===== src/hdl/gwm_pkg.sv =====
// ----------------------------------------------------------------------------
// gwm_pkg
// Shared types and constants of the glob wildcard matcher.
// ----------------------------------------------------------------------------
package gwm_pkg;

  // Pattern capacity in bytes (1 to 256).
  localparam int MAX_PATTERN = 64;

  // Pattern count holds 0..MAX_PATTERN; it also indexes the MAX_PATTERN+1 positions.
  localparam int PAT_CNT_W = $clog2(MAX_PATTERN + 1);
  localparam int PAT_IDX_W = (MAX_PATTERN > 1) ? $clog2(MAX_PATTERN) : 1;

  // Prefix levels needed to carry a star run across all positions.
  localparam int CLO_LVLS = $clog2(MAX_PATTERN + 1);

  // Stream widths.
  localparam int IN_TDATA_W  = 16;
  localparam int OUT_TDATA_W = 8;

  localparam logic [7:0] GLOB_ANY_RUN = 8'h2A; // '*'
  localparam logic [7:0] GLOB_ANY_ONE = 8'h3F; // '?'

  // Position set after a restart: only position zero.
  localparam logic [MAX_PATTERN:0] ACT_RESTART = (MAX_PATTERN + 1)'(1);

  typedef enum logic [1:0] {
    OP_CLEAR   = 2'd0,
    OP_APPEND  = 2'd1,
    OP_SUBJECT = 2'd2,
    OP_END     = 2'd3
  } op_t;

  // Result of one NFA evaluation.
  typedef struct packed {
    logic [MAX_PATTERN:0] act_after_byte; // position set after consuming the byte
    logic                 end_hit;        // last position reachable after star closure
  } nfa_res_t;

endpackage


===== src/hdl/gwm_nfa_step.sv =====
// ----------------------------------------------------------------------------
// gwm_nfa_step
// One NFA step: star closure over all positions, byte transition, end check.
// ----------------------------------------------------------------------------
module gwm_nfa_step (
  input  logic [gwm_pkg::MAX_PATTERN:0]   act_i,
  input  logic [7:0]                      pat_byte_i [gwm_pkg::MAX_PATTERN],
  input  logic [gwm_pkg::PAT_CNT_W-1:0]   pat_cnt_i,
  input  logic [7:0]                      sym_i,
  output gwm_pkg::nfa_res_t               res_o
);
  import gwm_pkg::*;

  // Star closure as a parallel prefix: a position is reached when some
  // active position to its left connects to it through stars only.
  function automatic logic [MAX_PATTERN:0] star_closure(
    input logic [MAX_PATTERN:0]   act,
    input logic [MAX_PATTERN-1:0] prop
  );
    logic [MAX_PATTERN:0] g;
    logic [MAX_PATTERN:0] p;
    logic [MAX_PATTERN:0] g_n;
    logic [MAX_PATTERN:0] p_n;
    g = act;
    p = {prop, 1'b0}; // p[j]: position j-1 is a star
    for (int l = 0; l < CLO_LVLS; l++) begin
      for (int j = 0; j <= MAX_PATTERN; j++) begin
        if (j >= (1 << l)) begin
          g_n[j] = g[j] | (p[j] & g[j - (1 << l)]);
          p_n[j] = p[j] & p[j - (1 << l)];
        end else begin
          g_n[j] = g[j];
          p_n[j] = p[j];
        end
      end
      g = g_n;
      p = p_n;
    end
    return g;
  endfunction

  logic [MAX_PATTERN-1:0] live;
  logic [MAX_PATTERN-1:0] star;
  logic [MAX_PATTERN-1:0] hit;
  logic [MAX_PATTERN:0]   clo;

  always_comb begin
    for (int i = 0; i < MAX_PATTERN; i++) begin
      live[i] = PAT_CNT_W'(i) < pat_cnt_i;
      star[i] = live[i] && (pat_byte_i[i] == GLOB_ANY_RUN);
      hit[i]  = live[i] && (pat_byte_i[i] != GLOB_ANY_RUN) &&
                ((pat_byte_i[i] == GLOB_ANY_ONE) || (pat_byte_i[i] == sym_i));
    end
  end

  assign clo = star_closure(act_i, star);

  // Star keeps its position, a matching byte advances one.
  assign res_o.act_after_byte = {clo[MAX_PATTERN-1:0] & hit, 1'b0} |
                                {1'b0, clo[MAX_PATTERN-1:0] & star};
  assign res_o.end_hit        = clo[pat_cnt_i];

endmodule


===== src/hdl/glob_wildcard_matcher_unit.sv =====
// ----------------------------------------------------------------------------
// glob_wildcard_matcher_unit
// Streaming glob matcher ('*' any run, '?' any one byte) with on-chip pattern.
// ----------------------------------------------------------------------------
// An end-of-subject item passes the input register, then the result register.
// Throughput: one item per cycle unless an end item waits on a stalled result;
//   the NFA update for all positions is one combinational pass between the
//   input register and the state/result regs.
// Reset (rst_n low, synchronous): pattern empty, overflow clear, only position
//   zero active, both channels idle. Pattern bytes themselves are not cleared.
// ----------------------------------------------------------------------------
module glob_wildcard_matcher_unit (
  input  logic                              clk,
  input  logic                              rst_n,
  // Input items
  input  logic                              in_tvalid,
  output logic                              in_tready,
  input  logic [gwm_pkg::IN_TDATA_W-1:0]    in_tdata,   // [1:0] op, [9:2] data_byte, rest 0
  // Result items
  output logic                              out_tvalid,
  input  logic                              out_tready,
  output logic [gwm_pkg::OUT_TDATA_W-1:0]   out_tdata   // [0] match, [1] pattern_overflow, rest 0
);
  import gwm_pkg::*;

  // ---------------- input register ----------------
  logic       s1_v_r,    s1_v_nxt;
  op_t        s1_op_r;
  logic [7:0] s1_byte_r;
  logic       s1_adv;    // item in the input register retires this cycle
  logic       in_acc;

  // ---------------- matcher state ----------------
  logic [7:0]           pat_byte_r [MAX_PATTERN];
  logic                 pat_we;
  logic [PAT_CNT_W-1:0] pat_cnt_r, pat_cnt_nxt;
  logic                 ovf_r,     ovf_nxt;
  logic [MAX_PATTERN:0] act_r,     act_nxt;

  // ---------------- result register ----------------
  logic     out_v_r,     out_v_nxt;
  logic     out_match_r, out_match_nxt;
  logic     out_ovf_r,   out_ovf_nxt;
  logic     out_free;

  nfa_res_t nfa_res;

  // Only an end-of-subject item needs the result register; other ops never stall.
  assign out_free  = !out_v_r || out_tready;
  assign s1_adv    = s1_v_r && ((s1_op_r != OP_END) || out_free);
  assign in_tready = !s1_v_r || s1_adv;
  assign in_acc    = in_tvalid && in_tready;

  assign s1_v_nxt  = in_acc || (s1_v_r && !s1_adv);

  always_ff @(posedge clk) begin
    if (!rst_n) begin
      s1_v_r <= 1'b0;
    end else begin
      s1_v_r <= s1_v_nxt;
    end
  end

  always_ff @(posedge clk) begin
    if (in_acc) begin
      s1_op_r   <= op_t'(in_tdata[1:0]);
      s1_byte_r <= in_tdata[9:2];
    end
  end

  gwm_nfa_step u_nfa (
    .act_i      (act_r),
    .pat_byte_i (pat_byte_r),
    .pat_cnt_i  (pat_cnt_r),
    .sym_i      (s1_byte_r),
    .res_o      (nfa_res)
  );

  // State update for the retiring item.
  always_comb begin
    pat_cnt_nxt   = pat_cnt_r;
    ovf_nxt       = ovf_r;
    act_nxt       = act_r;
    pat_we        = 1'b0;
    out_match_nxt = out_match_r;
    out_ovf_nxt   = out_ovf_r;
    out_v_nxt     = out_v_r && !out_tready;
    if (s1_adv) begin
      unique case (s1_op_r)
        OP_CLEAR: begin
          pat_cnt_nxt = '0;
          ovf_nxt     = 1'b0;
          act_nxt     = ACT_RESTART;
        end
        OP_APPEND: begin
          if (pat_cnt_r < PAT_CNT_W'(MAX_PATTERN)) begin
            pat_we      = 1'b1;
            pat_cnt_nxt = pat_cnt_r + 1'b1;
          end else begin
            ovf_nxt = 1'b1; // byte dropped
          end
        end
        OP_SUBJECT: begin
          act_nxt = nfa_res.act_after_byte;
        end
        OP_END: begin
          out_v_nxt     = 1'b1;
          out_match_nxt = nfa_res.end_hit && !ovf_r;
          out_ovf_nxt   = ovf_r;
          act_nxt       = ACT_RESTART;
        end
        default: begin
          act_nxt = act_r;
        end
      endcase
    end
  end

  always_ff @(posedge clk) begin
    if (!rst_n) begin
      pat_cnt_r <= '0;
      ovf_r     <= 1'b0;
      act_r     <= ACT_RESTART;
      out_v_r   <= 1'b0;
    end else begin
      pat_cnt_r <= pat_cnt_nxt;
      ovf_r     <= ovf_nxt;
      act_r     <= act_nxt;
      out_v_r   <= out_v_nxt;
    end
  end

  always_ff @(posedge clk) begin
    out_match_r <= out_match_nxt;
    out_ovf_r   <= out_ovf_nxt;
  end

  // Pattern store: written at the fill count, every entry read in place.
  always_ff @(posedge clk) begin
    if (pat_we) begin
      pat_byte_r[pat_cnt_r[PAT_IDX_W-1:0]] <= s1_byte_r;
    end
  end

  assign out_tvalid = out_v_r;
  assign out_tdata  = {{(OUT_TDATA_W - 2){1'b0}}, out_ovf_r, out_match_r};

endmodule


===== config.mk =====
export PLATFORM = sky130hd
export DESIGN_NAME = glob_wildcard_matcher_unit
export DESIGN_NICKNAME = d
export VERILOG_FILES = /design/src/hdl/gwm_pkg.sv /design/src/hdl/gwm_nfa_step.sv /design/src/hdl/glob_wildcard_matcher_unit.sv
export SDC_FILE = /design/constraint.sdc
export NUM_CORES = 1
export LEC_CHECK = 0
export ABC_AREA = 1
export BUFFER_PORTS_ARGS = -buffer_cell sky130_fd_sc_hd__buf_2
export CAP_MARGIN = 30
export CORE_MARGIN = 3
export CORE_UTILIZATION = 50
export DETAILED_ROUTE_END_ITERATION = 16
export PLACE_DENSITY = 0.65
export SLEW_MARGIN = 20
export SYNTH_ARGS = -nofsm -noshare
export SYNTH_HDL_FRONTEND = slang
export SYNTH_SLANG_ARGS = --single-unit

===== constraint.sdc =====
create_clock -name clk -period 8.6 [get_ports clk]
set_input_delay 2.58 -clock clk [delete_from_list [all_inputs] [get_ports clk]]
set_output_delay 2.58 -clock clk [all_outputs]
set_load 0.01 [all_outputs]

==> metrics, run 1 <==
status finished, final reports clean; Reg clk slew, reported paths approximately 0.06 ns; cells on worst reg2reg path 23; Logic pwr share 0.051; Crit path required time 6.02 ns; VDD IR-drop max 0.180 mV; CTS resizes 0; Post-Syn Area 36800 um2; crit path DAT just over 3 ns; internal power 4.87 mW; part of the power in the clock network 0.445; largest net degree at the start of global routing between 100 and 150; TNS Setup 0 ns; relative slew slack 0.280; CTS buffer count 70; Layout Skew between 0.02 and 0.03 ns; vias in the first global route 29788; starting density of the core 0.509; synth warn 0; Layout Utilization 0.555; CP Launch Point out_tready; routed wl met3 just over 10000 um; WL/cell slightly above 20 um; PD cells ~160 nW/um2; Sw Pwr 1.43 mW; RSZ-0062 raised after global routing false; fillers 6692; CP endpoint in_tready; Pins Over Slew Limit 0; routed wl met2 between 50000 and 60000 um; syn avg cell area 7.78 um2; hold_ws 0.466 ns; Core ar. roughly 72000 um2; Layout Cells excl Fill roughly 5700; period utilisation layout 0.661; initial antenna violation count 3; flop-to-flop setup slack between 3 and 4 ns; Crit Reg-Reg Endpoint out_match_r; Global Route Usage Sum 0.304; r2r startpoint pat_cnt_r[2]; top cells by area, synth edfxtp_1, nand2_1, nor2_1; H-tree depth 3; number of setup buffers added after CTS 0; Post-synth top cells nand2_1, nor2_1, inv_1, edfxtp_1, nand3_1; area share of the largest cell type after synthesis 0.428; Routability Congestion about 1.1; CTS hold repair buffers 0; Final #Nets 4760; DRT iter0 DRCs 3535; Max Used Layer met5; die outline width approximately 280 um; asr flop ratio synth 0; Skew-Pair Late Insertion Delay between 0.6 and 0.7 ns; startpoint types primary input; I/O Pins 30; num rows 98; Die Height 277 um; Finish-stage setup viols 0; fmax around 180 MHz; minimum clock period ~5.7 ns; Worst Setup End Kind output pin; Seq pwr share 0.503; area occupied by multi-input gates roughly 17000 um2; leakage power between 15 and 20 nW; via count 32433; Seq. cell area 17200 um2; worst slew pin tran about 1.1 ns; Pre-Repair DR Iteration Count 8; Crit Path Category in2out; clk sink count around 600; first-pass GRT wire length 179000 um; Max Cap Viol 0; area delta synth->final 8.97%; synthesis-stage register bit count around 600; grt ovf 0; Mapped Cells between 4000 and 5000; hpwl dp approximately 85000 um; Seq/Total Area, Yosys 0.469; worst-path maximum fanout 3; IO buf count 17; Hold Violations, Final 0; Via density 5.65; die area 76900 um2; antenna viol nets, final 0; WL met1 about 52000 um; DR DRC count 0; count leader, synth nand2_1; routed wire length approximately 120000 um; CTS tree done; Worst Hold Launch act_r[64]; top_reg_cell synth edfxtp_1; HP Class reg2reg; Cells after DPL 5614; Distinct cells, synth 57; layout cell share with drive strength beyond 1 0.0746; root buffer cell clkbuf_16; leading area contributor after synthesis edfxtp_1; deepest clock path buffer count 3; sw frac 0.228; Post-synth EDFFs 524
## metal layers
metal | vias to the layer above | track usage
li1 | 15569 | -
met1 | 15327 | 0.434
met2 | 1292 | 0.474
met3 | 241 | 0.0454
met4 | 4 | 0.105
met5 | - | 0
## per-stage QoR
stage	setup WS [ns]	instance area, um2	power (mW)
final	2.92	40100	6.30
after global routing	2.79	40100	6.49
after CTS	2.91	40100	6.35
after detailed placement	2.91	37900	3.56
after global placement	2.92	37800	3.55
after floorplan	3.16	36800	3.44
## cells by family (layout without fill, tap and decap cells)
group                      Yosys count  after routing  share of synthesized area
buffers and inverters              722            780                     0.0758
DFF                                599            599                      0.469
AOI/OAI and AO/OA                  346            346                     0.0597
xor gates and xnor gates           289            289                     0.0688
and+or+nand+nor                   2764           2764                      0.326
other                                1              7                   0.000102
adders and majority gates            4              4                    0.00136
## flip-flops by register name (all words and copies together), names as in the netlist
signal	count
ovf_r	1
out_ovf_r	1
s1_v_r	1
pat_cnt_r	7
pat_byte_r	512
out_tvalid	1
s1_op_r	2
out_match_r	1
act_r	65
s1_byte_r	8
## worst max-delay path, stage by stage
cell     delay (ns)
buf_2          0.10
inv_1          0.04
nand2_1        0.04
inv_1          0.08
nand3_1        0.11
buf_2          0.16
## worst min-delay path by stage
stage	end	cells past startpoint	slack, ns
floorplan	out_ovf_r	0	0.43
detailed placement	act_r[41]	2	0.46
CTS	act_r[41]	2	0.47
global route	act_r[61]	2	0.50
global placement	act_r[64]	2	0.45
finish	act_r[64]	2	0.47
## cell type report
| type | instances | area share |
|---|---|---|
| timing repair buffer | 58 | 0.0116 |
| clock buffer | 85 | 0.0454 |
| inverter | 598 | 0.0560 |
| sequential | 599 | 0.430 |
| tap | 950 | 0.0297 |
| multi-input combinational | 3409 | 0.419 |
| antenna | 1 | 0.0000624 |
| clock inverter | 39 | 0.00830 |
## power groups by stage
stage / clock, mW / sequential (mW) / combinational (mW)
2_1_floorplan: 0 / 3.25 / 0.195
3_3_place_gp: 0 / 3.23 / 0.319
3_5_place_dp: 0 / 3.23 / 0.323
4_1_cts: 2.85 / 3.17 / 0.324
5_1_grt: 2.97 / 3.17 / 0.351
6_report: 2.81 / 3.17 / 0.324
## cell usage in the layout, fill, tap and decap left out, types with 23 or more instances in the layout
| cell | synthesis | layout |
|---|---|---|
| clkbuf_16 | 0 | 70 |
| inv_1 | 578 | 571 |
| nand3_1 | 281 | 281 |
| or2_2 | 128 | 128 |
| edfxtp_1 | 524 | 524 |
| nor4_1 | 43 | 43 |
| inv_2 | 16 | 23 |
| xor2_1 | 36 | 36 |
| a21oi_1 | 145 | 144 |
| o21ai_0 | 47 | 47 |
| nand2_1 | 1373 | 1373 |
| nor3_1 | 56 | 55 |
| dfxtp_1 | 75 | 75 |
| nand4_1 | 197 | 197 |
| buf_4 | 16 | 37 |
| o2111ai_1 | 28 | 28 |
| xnor2_1 | 253 | 253 |
| nor2_1 | 615 | 614 |
(Power assumes the default switching activity.)
==> inputs of run 2 (changes only) <==
==> constraint.sdc (replaced) <==
create_clock -name clk -period 5.3 [get_ports clk]
set_input_delay 1.59 -clock clk [delete_from_list [all_inputs] [get_ports clk]]
set_output_delay 1.59 -clock clk [all_outputs]
set_load 0.01 [all_outputs]
==> metrics, run 2 (same netlist as run 1, synthesis figures left out) <==
status finished, final reports clean; relative slew slack 0.332 (+0.0523); Max Cap Viol 0 (unchanged); leakage power 15.4 nW (+2.1%); IO buf count 17 (unchanged); Via density 5.63 (-0.31%); first-pass GRT wire length 180000 um (+0.27%); cells on worst reg2reg path 22 (-4.3%); Pre-Repair DR Iteration Count 9 (+1); fillers 6734 (+0.63%); Layout Cells excl Fill 5779 (+0.70%); number of setup buffers added after CTS 0 (unchanged); Total Power 10.5 mW (+67%); CTS tree done; I/O Pins 30 (unchanged); CTS hold repair buffers 0 (unchanged); Worst Setup End Kind flop; hpwl dp 86700 um (+2.0%); startpoint types flop; clk sink count 599 (unchanged); worst-path maximum fanout 11 (+8); most frequent cells in the layout nand2_1, nor2_1, inv_1, edfxtp_1, nand3_1; Top delay family on crit path simple AND/OR/NAND/NOR gates; VDD IR-drop max 0.236 mV (+31%); Final Worst Setup Slack 0.912 ns (-2.00 ns); commonest non-fill, non-tap cell in the layout nand2_1; max reg flops 512 (unchanged); WL/cell 20.6 um (-0.82%); Die Height 277 um (unchanged); critical-path cell list nand2_4, nor2_8, nand2_1, nand2_1, nand2_1, nor2_1, nand3_1, nor2_1, nand2_1, inv_1, nand2_1, nand2_1, nand2_1, nand3_1, nand2_1, nor2_1, nand3_1, nand2_1, nand3_1, nand2_1, inv_1, nor2_1; Routability Congestion 1.05 (-1.5%); PD cells 259 nW/um2 (+65%); Final #Nets 4800 (+0.84%); via count 32558 (+0.39%); Pins Over Slew Limit 0 (unchanged); RSZ-0062 raised after global routing false; Worst Hold Launch act_r[41]; vias in the first global route 29830 (+0.14%); Skew-Pair Late Insertion Delay 0.63 ns (about the same); worst path bufs/invs 2 (-2); crit path DAT 4.79 ns (+1.69 ns); CTS buffer count 68 (-2.9%); die outline width 277 um (unchanged); initial antenna violation count 1 (-2); root buffer cell clkbuf_16; Hold Violations, Final 0 (unchanged); antenna viol nets, final 0 (unchanged); H-tree depth 3 (unchanged); fmax about 230 MHz; Finish-stage setup viols 0 (unchanged); num rows 98 (unchanged); worst slew pin tran 0.994 ns (-0.0802 ns); hold-critical path depth 2 (unchanged); TNS Setup 0 ns (unchanged); r2r startpoint pat_cnt_r[2]; pre-CTS setup slack 0.991 ns (-1.92 ns); Slowest Stage Delay on Critical Path 0.66 ns (+0.50 ns); Reg clk slew, reported paths 0.06 ns (about the same); Most common cell on crit path nand2_1; deepest clock path buffer count 3 (unchanged); starting density of the core 0.509 (unchanged); Cells after DPL 5656 (+0.75%); routed wire length 119000 um (-0.12%); layout cell share with drive strength beyond 1 0.0832 (+0.00869); Global Route Usage Sum 0.304 (+0.000474); minimum clock period approximately 4.4 ns; DR DRC count 0 (unchanged); period utilisation layout 0.828; Core ar. 72200 um2 (unchanged); Crit path required time 5.70 ns (-0.32 ns); WP depth 22 (+16); Layout Skew 0.0371 ns (+0.0113 ns); die area 76900 um2 (unchanged); CP max-delay cell dfxtp_1; largest net degree at the start of global routing 113 (+6.6%); HP Class reg2reg; Crit Path Category reg2reg; grt ovf 0 (unchanged); DRT iter0 DRCs 3486 (-1.4%); # diodes 0 (-1); area delta synth->final 10.4%; CP Launch Point pat_cnt_r[2]; CTS resizes 0 (unchanged)
## run 2: final timing paths
path | slack (ns) | end
setup reg to reg | 0.91 | out_match_r
hold reg to reg | 0.47 | act_r[41]
setup / recovery | 0.91 | out_match_r
hold / removal | 0.47 | act_r[41]
## run 2: worst register-to-register path: cells and delay by family, from the launching register on
| kind | cells | cell delay, ns |
|---|---|---|
| buf+inv | 2 | 0.11 |
| flops | 1 | 0.66 |
| simple gates | 20 | 3.40 |
## run 2: final cells by class
type,instances,area (um2),area share
Multi-Input combinational cell,3409,16800,0.413
Sequential cell,599,17200,0.425
Clock buffer,81,1800,0.0444
Tap cell,950,1190,0.0293
Clock inverter,42,499,0.0123
Inverter,598,2250,0.0553
Timing Repair Buffer,100,841,0.0207
## run 2: per-stage QoR
| stage | hold WS, ns | util | instance area [um2] |
|---|---|---|---|
| 2_1_floorplan | 0.431 | - | 36800 |
| 3_3_place_gp | 0.454 | 0.530 | 38300 |
| 3_5_place_dp | 0.457 | 0.530 | 38300 |
| 4_1_cts | 0.465 | 0.562 | 40600 |
| 5_1_grt | 0.487 | 0.562 | 40600 |
| 6_report | 0.467 | 0.562 | 40600 |
## run 2: where the power goes
part / internal (mW) / switching (mW)
Sequential: 5.13 / 0.0153
Clock: 2.89 / 1.93
Combinational: 0.163 / 0.370
Total: 8.19 / 2.31
## run 2: layer usage
layer  part of all wire  track usage
met2               0.44        0.474
met5                  0            0
met1               0.45        0.442
met4              0.034       0.0978
met3              0.080       0.0399
